--- src/rtl/core/diploid_nucleotide_distance_unit_defines.svh ---
// Assertion helpers for the nucleotide distance unit.
// Each macro expects clk and arst_n in scope.
`ifndef DIPLOID_NUCLEOTIDE_DISTANCE_UNIT_DEFINES_SVH
`define DIPLOID_NUCLEOTIDE_DISTANCE_UNIT_DEFINES_SVH

// Same-cycle implication.
`define DND_ASSERT_IMP(label, ante, cons) \
	label: assert property (@(posedge clk) disable iff (!arst_n) (ante) |-> (cons)) \
		else $error("dnd: same-cycle property violated");

// Next-cycle implication.
`define DND_ASSERT_NXT(label, ante, cons) \
	label: assert property (@(posedge clk) disable iff (!arst_n) (ante) |=> (cons)) \
		else $error("dnd: next-cycle property violated");

`endif

--- src/rtl/core/dnd_pkg.sv ---
`default_nettype none
package dnd_pkg;

	localparam int unsigned MAX_BLOCKS    = 64;
	localparam int unsigned WORD_W        = 64;
	localparam int unsigned NUCS_PER_WORD = WORD_W / 2;
	localparam int unsigned SUM_W         = 12;
	localparam int unsigned CNT_W         = $clog2(NUCS_PER_WORD + 1);
	localparam int unsigned NUM_PAIRS     = 4;
	localparam int unsigned SUM_CAP_RAW   = NUCS_PER_WORD * MAX_BLOCKS;
	localparam int unsigned SUM_CAP       =
		(SUM_CAP_RAW > (2 ** SUM_W - 1)) ? (2 ** SUM_W - 1) : SUM_CAP_RAW;

	typedef logic [WORD_W-1:0] word_t;
	typedef logic [SUM_W-1:0]  sum_t;
	typedef logic [CNT_W-1:0]  cnt_t;

	// Chromosome pairings: genome one side first, genome two side second.
	typedef enum logic [1:0] {
		PAIR_FF,
		PAIR_SS,
		PAIR_SF,
		PAIR_FS
	} pair_t;

	localparam sum_t  SUM_MAX   = sum_t'(SUM_CAP);
	localparam word_t PAIR_LSB  = 64'h5555_5555_5555_5555;
	localparam word_t NIB_MASK  = 64'h3333_3333_3333_3333;
	localparam word_t BYTE_MASK = 64'h0f0f_0f0f_0f0f_0f0f;

	// Count nonzero two-bit groups of w.
	function automatic cnt_t diff_nucs(input word_t w);
		word_t v;
		cnt_t  acc;
		v   = (w & PAIR_LSB) | ((w >> 1) & PAIR_LSB);
		v   = (v & NIB_MASK) + ((v >> 2) & NIB_MASK);
		v   = (v + (v >> 4)) & BYTE_MASK;
		acc = '0;
		for (int i = 0; i < WORD_W / 8; i++) begin
			acc = acc + cnt_t'(v[i*8 +: 8]);
		end
		return acc;
	endfunction

	// Add and clamp at SUM_MAX.
	function automatic sum_t sat_add(input sum_t acc, input cnt_t add);
		logic [SUM_W:0] s;
		s = {1'b0, acc} + (SUM_W + 1)'(add);
		return (s > {1'b0, SUM_MAX}) ? SUM_MAX : s[SUM_W-1:0];
	endfunction

endpackage
`default_nettype wire

--- src/rtl/core/dnd_blk_if.sv ---
`default_nettype none
interface dnd_blk_if;
	logic                       valid;
	logic                       ready;
	logic [dnd_pkg::WORD_W-1:0] g1_first_word;
	logic [dnd_pkg::WORD_W-1:0] g1_second_word;
	logic [dnd_pkg::WORD_W-1:0] g2_first_word;
	logic [dnd_pkg::WORD_W-1:0] g2_second_word;
	logic                       last_block;

	modport source (
		output valid, g1_first_word, g1_second_word, g2_first_word, g2_second_word,
			last_block,
		input  ready
	);
	modport sink (
		input  valid, g1_first_word, g1_second_word, g2_first_word, g2_second_word,
			last_block,
		output ready
	);
endinterface
`default_nettype wire

--- src/rtl/core/dnd_res_if.sv ---
`default_nettype none
interface dnd_res_if;
	logic                      valid;
	logic                      ready;
	logic [dnd_pkg::SUM_W-1:0] min_distance;

	modport source (output valid, min_distance, input ready);
	modport sink   (input valid, min_distance, output ready);
endinterface
`default_nettype wire

--- src/rtl/core/diploid_nucleotide_distance_unit.sv ---
// A block marked last passes through stage 1, stage 2, stage 3 and the output register before its result shows.
// Throughput: one block per cycle while blk.ready is high; the four pairing accumulators take one add per cycle.
// A waiting result does not stop non-final blocks; a final block waits while stage 3 cannot move on.
// Reset (arst_n low, asynchronous) empties all stages and clears the four sums.
`default_nettype none
`include "diploid_nucleotide_distance_unit_defines.svh"
module diploid_nucleotide_distance_unit (
	input  wire logic clk,
	input  wire logic arst_n,
	dnd_blk_if.sink   blk,
	dnd_res_if.source res
);
	import dnd_pkg::*;

	// Stage 1: registered input block.
	logic  v_s1;
	word_t a1_s1, a2_s1, b1_s1, b2_s1;
	logic  last_s1;

	// Stage 2: per-pairing difference counts.
	logic  v_s2;
	cnt_t  cnt_s2 [NUM_PAIRS];
	logic  last_s2;

	// Running sums, one per pairing.
	sum_t  acc_q [NUM_PAIRS];
	sum_t  sum_next [NUM_PAIRS];

	// Stage 3: final sums of a finished genome.
	logic  v_s3;
	sum_t  sum_s3 [NUM_PAIRS];
	sum_t  min_a, min_b, min_s3;

	// Output register.
	logic  out_v_q;
	sum_t  min_q;

	// Flow control: each stage frees when its content moves on.
	logic out_free, s3_free, s2_take, s2_free, s1_free;

	assign out_free = !out_v_q || res.ready;
	assign s3_free  = !v_s3 || out_free;
	// A non-final block only updates the sums; a final one also needs stage 3.
	assign s2_take  = v_s2 && (!last_s2 || s3_free);
	assign s2_free  = !v_s2 || s2_take;
	assign s1_free  = !v_s1 || s2_free;

	assign blk.ready = s1_free;

	always_comb begin
		for (int p = 0; p < NUM_PAIRS; p++) begin
			sum_next[p] = sat_add(acc_q[p], cnt_s2[p]);
		end
	end

	// Smallest of the four final sums, as a two-level compare tree.
	always_comb begin
		min_a  = (sum_s3[PAIR_SS] < sum_s3[PAIR_FF]) ? sum_s3[PAIR_SS] : sum_s3[PAIR_FF];
		min_b  = (sum_s3[PAIR_FS] < sum_s3[PAIR_SF]) ? sum_s3[PAIR_FS] : sum_s3[PAIR_SF];
		min_s3 = (min_b < min_a) ? min_b : min_a;
	end

	// Control state: stage valids and the running sums.
	always_ff @(posedge clk or negedge arst_n) begin
		if (!arst_n) begin
			v_s1    <= 1'b0;
			v_s2    <= 1'b0;
			v_s3    <= 1'b0;
			out_v_q <= 1'b0;
			for (int p = 0; p < NUM_PAIRS; p++) begin
				acc_q[p] <= '0;
			end
		end else begin
			if (s1_free) begin
				v_s1 <= blk.valid;
			end
			if (s2_free) begin
				v_s2 <= v_s1;
			end
			if (s3_free) begin
				v_s3 <= s2_take && last_s2;
			end
			if (out_free) begin
				out_v_q <= v_s3;
			end
			// Accumulate, or drop the sums to zero once a genome ends.
			if (s2_take) begin
				for (int p = 0; p < NUM_PAIRS; p++) begin
					acc_q[p] <= last_s2 ? '0 : sum_next[p];
				end
			end
		end
	end

	// Payload registers: loaded only on a transfer into the stage.
	always_ff @(posedge clk) begin
		if (s1_free && blk.valid) begin
			a1_s1   <= blk.g1_first_word;
			a2_s1   <= blk.g1_second_word;
			b1_s1   <= blk.g2_first_word;
			b2_s1   <= blk.g2_second_word;
			last_s1 <= blk.last_block;
		end
		if (s2_free && v_s1) begin
			cnt_s2[PAIR_FF] <= diff_nucs(a1_s1 ^ b1_s1);
			cnt_s2[PAIR_SS] <= diff_nucs(a2_s1 ^ b2_s1);
			cnt_s2[PAIR_SF] <= diff_nucs(a2_s1 ^ b1_s1);
			cnt_s2[PAIR_FS] <= diff_nucs(a1_s1 ^ b2_s1);
			last_s2         <= last_s1;
		end
		if (s2_take && last_s2) begin
			for (int p = 0; p < NUM_PAIRS; p++) begin
				sum_s3[p] <= sum_next[p];
			end
		end
		if (out_free && v_s3) begin
			min_q <= min_s3;
		end
	end

	assign res.valid        = out_v_q;
	assign res.min_distance = min_q;

	`DND_ASSERT_IMP(a_acc_cap, 1'b1, acc_q[PAIR_FF] <= SUM_MAX && acc_q[PAIR_SS] <= SUM_MAX && acc_q[PAIR_SF] <= SUM_MAX && acc_q[PAIR_FS] <= SUM_MAX)
	`DND_ASSERT_NXT(a_acc_clear, s2_take && last_s2, acc_q[PAIR_FF] == '0 && acc_q[PAIR_SS] == '0 && acc_q[PAIR_SF] == '0 && acc_q[PAIR_FS] == '0)
	`DND_ASSERT_NXT(a_result_load, v_s3 && out_free, out_v_q && min_q == $past(min_s3))
	`DND_ASSERT_NXT(a_final_hold, v_s3 && !out_free, v_s3 && $stable(min_s3))
	`DND_ASSERT_IMP(a_min_cap, out_v_q, min_q <= SUM_MAX)

endmodule
`default_nettype wire
--- src/flat_wrapper.sv ---
// flat-port wrapper written by rule: the top's interface ports become plain ports
module diploid_nucleotide_distance_unit_flat import dnd_pkg::*;
  (clk, arst_n, blk_valid, blk_g1_first_word, blk_g1_second_word, blk_g2_first_word, blk_g2_second_word, blk_last_block, blk_ready, res_valid, res_min_distance, res_ready);
  dnd_blk_if blk_i ();
  dnd_res_if res_i ();
  input  wire logic clk;
  input  wire logic arst_n;
  input wire logic [$bits(blk_i.valid)-1:0] blk_valid;
  input wire logic [$bits(blk_i.g1_first_word)-1:0] blk_g1_first_word;
  input wire logic [$bits(blk_i.g1_second_word)-1:0] blk_g1_second_word;
  input wire logic [$bits(blk_i.g2_first_word)-1:0] blk_g2_first_word;
  input wire logic [$bits(blk_i.g2_second_word)-1:0] blk_g2_second_word;
  input wire logic [$bits(blk_i.last_block)-1:0] blk_last_block;
  output wire logic [$bits(blk_i.ready)-1:0] blk_ready;
  output wire logic [$bits(res_i.valid)-1:0] res_valid;
  output wire logic [$bits(res_i.min_distance)-1:0] res_min_distance;
  input wire logic [$bits(res_i.ready)-1:0] res_ready;
  assign blk_i.valid = blk_valid;
  assign blk_i.g1_first_word = blk_g1_first_word;
  assign blk_i.g1_second_word = blk_g1_second_word;
  assign blk_i.g2_first_word = blk_g2_first_word;
  assign blk_i.g2_second_word = blk_g2_second_word;
  assign blk_i.last_block = blk_last_block;
  assign blk_ready = blk_i.ready;
  assign res_valid = res_i.valid;
  assign res_min_distance = res_i.min_distance;
  assign res_i.ready = res_ready;
  diploid_nucleotide_distance_unit u_core (.clk(clk), .arst_n(arst_n), .blk(blk_i), .res(res_i));
endmodule
--- config.mk ---
export PLATFORM = sky130hd
export DESIGN_NAME = diploid_nucleotide_distance_unit_flat
export DESIGN_NICKNAME = d
export VERILOG_FILES = /design/src/rtl/core/dnd_pkg.sv /design/src/rtl/core/dnd_blk_if.sv /design/src/rtl/core/dnd_res_if.sv /design/src/rtl/core/diploid_nucleotide_distance_unit.sv /design/src/flat_wrapper.sv
export VERILOG_INCLUDE_DIRS = /design/src /design/src/rtl/core
export SDC_FILE = /design/constraint.sdc
export NUM_CORES = 1
export LEC_CHECK = 0
export BUFFER_PORTS_ARGS = -buffer_cell sky130_fd_sc_hd__buf_2
export CAP_MARGIN = 20
export CORE_ASPECT_RATIO = 1.1
export CORE_MARGIN = 2
export CORE_UTILIZATION = 50
export CTS_BUF_LIST = sky130_fd_sc_hd__clkbuf_2
export DETAILED_ROUTE_END_ITERATION = 10
export PLACE_DENSITY_LB_ADDON = 0.3
export SYNTH_ARGS = -nofsm -noshare
export SYNTH_HDL_FRONTEND = slang
export SYNTH_SLANG_ARGS = --single-unit
--- constraint.sdc ---
create_clock -name clk -period 8.32 [get_ports clk]
set_clock_uncertainty 0.05 [all_clocks]
set_input_delay 0.416 -clock clk [delete_from_list [all_inputs] [get_ports clk]]
set_output_delay 0.416 -clock clk [all_outputs]
set_load 0.02 [all_outputs]
==> summary.txt <==
LEAKAGE: 13.5 nW
Row count: 82
GR Overflow Total: 0
Number of synthesized flops with an enable pin: 342
CP required: 9090 ps
Max Root-Sink Buffers: 3
Yosys top cell by area: edfxtp_1
Drt first pass iters: 6
Number of setup buffers added after CTS: 0
Synth unique cells: 76
Crit path top cell by count: fa_1
Mapped Avg Cell Area: 12.7 um2
Max-cap violations: 0
Routed Antenna Nets: 0
Setup slack at placement: 2480 ps
Die height: 228 um
Final min period: 6160 ps
Syn Inst Count: 1,803
Setup crit start kind: flop
CP Max Fanout: 2
Hold_sp: res_ready
Final Slew Violations: 0
Clock Pin Slew Worst Setup and Hold Paths: 120 ps
Synth Cell Area: 22,900 um2
Top FF cell, synth: edfxtp_1
Rel. slew slack: 20.2%
Initial Utilization: 50.4%
Die ar.: 47,400 um2
Initial drt markers: 1,212
R2R setup slack: 2160 ps
Vias/cell: 5.28
Wire per inst: 20.3 um
I/O pin count: 275
Core area: 45,300 um2
Num CTS Buffers: 99
Synthesis Warnings: 0
CTS tree: built
Reg2reg path depth: 17
Worst path arrival time: 6930 ps
RePlAce Congestion: 0.894
Final setup vio count: 0
Critical Path Source: u_core.a1_s1[14]$_DFFE_PP_
Worst skew pair latency: 1140 ps
Die width: 208 um
Post-synth top area share: 44.9%
FF+latch count, synth: 394
HPWL after DPL: 37.1 mm
Worst setup EP type: flop
Largest cells by area after synthesis: edfxtp_1 (45%), ha_1 (11%), xnor2_1 (11%)
FMAX: 162 MHz
Final period util: 74.1%
VDD IR max: 0.463 mV
Largest net degree at the start of global routing: 202
Worst r2r src: u_core.a1_s1[14]$_DFFE_PP_
R2R Path End: u_core.cnt_s2[0][5]$_DFFE_PP_
Layout area overhead: 36.1%
Hold Fails Final Rpt: 0
Fin nets: 3,241
Largest stage delay, worst path: 540 ps
Crit-path cells: xnor2_1 -> nand2_1 -> ha_1 -> ha_1 -> fa_1 -> inv_1 -> fa_1 -> xor2_1 -> fa_1 -> fa_1 -> fa_1 -> fa_1 -> fa_1 -> inv_1 -> a21o_1 -> a21oi_1 -> xnor2_1
Sink Count: 394
Vias in the first global route: 19,771
First-pass GRT wire length: 107 mm
Status: finished clean
Synth top cells by count: edfxtp_1 (342), xnor2_1 (284), inv_1 (213)
CP max-delay cell: fa_1
Drt total wl: 68.3 mm
Initial antenna violation count: 3
Unrepaired setup endpoints after global routing: no
Kind of critical path: reg -> reg
Hold crit path type: in -> reg
PD cells: 374 nW/um2
Cell count after placement: 2,648
Slew @ Worst Pin: 1200 ps
Sequential area share after synthesis: 50.6%
Post-Syn Nets: 2,361
Root Buffer: clkbuf_2
Setup tns final: 0 ps
H-tree Lvls: 3
Global-route usage over all layers: 29.0%
# DRC: 0
Worst Setup EP: u_core.cnt_s2[0][5]$_DFFE_PP_
Final worst setup slack: 2160 ps
Asr flop ratio synth: 13.2%
Reg area: 11,600 um2
Fill cells: 2,915
Cell with the most instances after synthesis: edfxtp_1
Count of input and output buffers: 274
Final cell count without fillers: 3,358
Share of cells above drive strength 1: 16.9%
Area occupied by multi-input gates: 10,400 um2
Via count: 17,728
logic make-up (layout without fill, tap and decap cells):
kind of cell	after synthesis	after routing	synth area share (%)
AND/OR/NAND/NOR	333	333	6.56
adder cells (fa/ha/maj)	297	297	19.3
XOR/XNOR	299	299	11.5
AO/OA/AOI/OAI	201	201	6.25
multiplexers	40	40	1.82
buffers and inverters	239	1202	4.03
other	0	4	0
flip-flops	394	394	50.6
critical path, delay by kind of cell (launching register included):
| kind | cells | cell delay (ps) |
|---|---|---|
| buffers and inverters | 2 | 140 |
| XOR/XNOR | 3 | 820 |
| AO/OA/AOI/OAI | 2 | 170 |
| AND/OR/NAND/NOR | 1 | 140 |
| flip-flops | 1 | 490 |
| adder cells (fa/ha/maj) | 9 | 4040 |
metrics by stage:
| step | hold WS (ps) | power [W] | util [%] | cell area, um2 |
|---|---|---|---|---|
| after floorplan | 70.4 | 0.00829 | - | 22900 |
| after global placement | 364 | 0.00963 | 55.0 | 24900 |
| after detailed placement | 355 | 0.00993 | 55.0 | 24900 |
| after CTS | 83.5 | 0.0115 | 68.5 | 31100 |
| after global routing | 189 | 0.0128 | 68.6 | 31100 |
| final | 225 | 0.0116 | 68.6 | 31100 |
worst min path at each step:
| stage | to | slack (ps) | cells after the start |
|---|---|---|---|
| 2_1_floorplan | u_core.acc_q[0]$_DFFE_PN0P_ | 70 | 0 |
| 3_3_place_gp | u_core.last_s2$_DFFE_PP_ | 360 | 0 |
| 3_5_place_dp | u_core.last_s2$_DFFE_PP_ | 360 | 0 |
| 4_1_cts | u_core.v_s3$_DFFE_PN0P_ | 80 | 4 |
| 5_1_grt | u_core.v_s3$_DFFE_PN0P_ | 190 | 4 |
| 6_report | u_core.v_s3$_DFFE_PN0P_ | 220 | 4 |
what timing repair did:
item                      CTS  global route
hold endpoints to repair  373             0
hold buffers              520             0
gates resized for setup     0             0
cells in the final DEF (no fill, tap or decap), types with 15 or more instances in the layout:
cell and instances:
a31oi_1 16, o21ai_0 34, edfxtp_1 342, clkinv_1 32
clkbuf_2 136, xnor2_1 284, a21oi_1 41, inv_1 213
nand2_1 174, ha_1 205, a21o_1 29, xor2_1 15
buf_2 274, mux2i_1 37, fa_1 92, nor2_1 63
dfrtp_1 52, dlygate4sd3_1 520
flip-flops by register name (all words and copies together) (netlist names):
register	cells
u_core.a1_s1	64
u_core.a2_s1	64
u_core.acc_q	48
u_core.b1_s1	64
u_core.b2_s1	64
u_core.cnt_s2	24
u_core.last_s1	1
u_core.last_s2	1
u_core.res.min_distance	12
u_core.res.valid	1
u_core.sum_s3	48
u_core.v_s1	1
u_core.v_s2	1
u_core.v_s3	1
area by class of cell:
| type | instances | share of cell area, % |
|---|---|---|
| tap | 588 | 2.36 |
| inverter | 215 | 2.59 |
| antenna | 4 | 0.0322 |
| multi-input combinational | 1170 | 33.3 |
| clock buffer | 136 | 2.19 |
| sequential | 394 | 37.2 |
| timing repair buffer | 803 | 21.5 |
| clock inverter | 48 | 0.820 |
power breakdown:
group	internal (W)	switching, W	total, W	leakage [nW]
Clock	0.000515	0.000911	0.00143	0.687
Combinational	0.00327	0.00378	0.00706	8.80
Sequential	0.00294	0.000213	0.00316	4.02
metal layers:
layer	part of all wire, %	global-route usage (%)	vias to the layer above
li1	-	-	8034
met1	36	31.2	8585
met2	52	52.3	848
met3	5.7	5.51	261
met4	6.1	18.2	0
met5	0	0	-
Power figures use the tool's default switching activity.
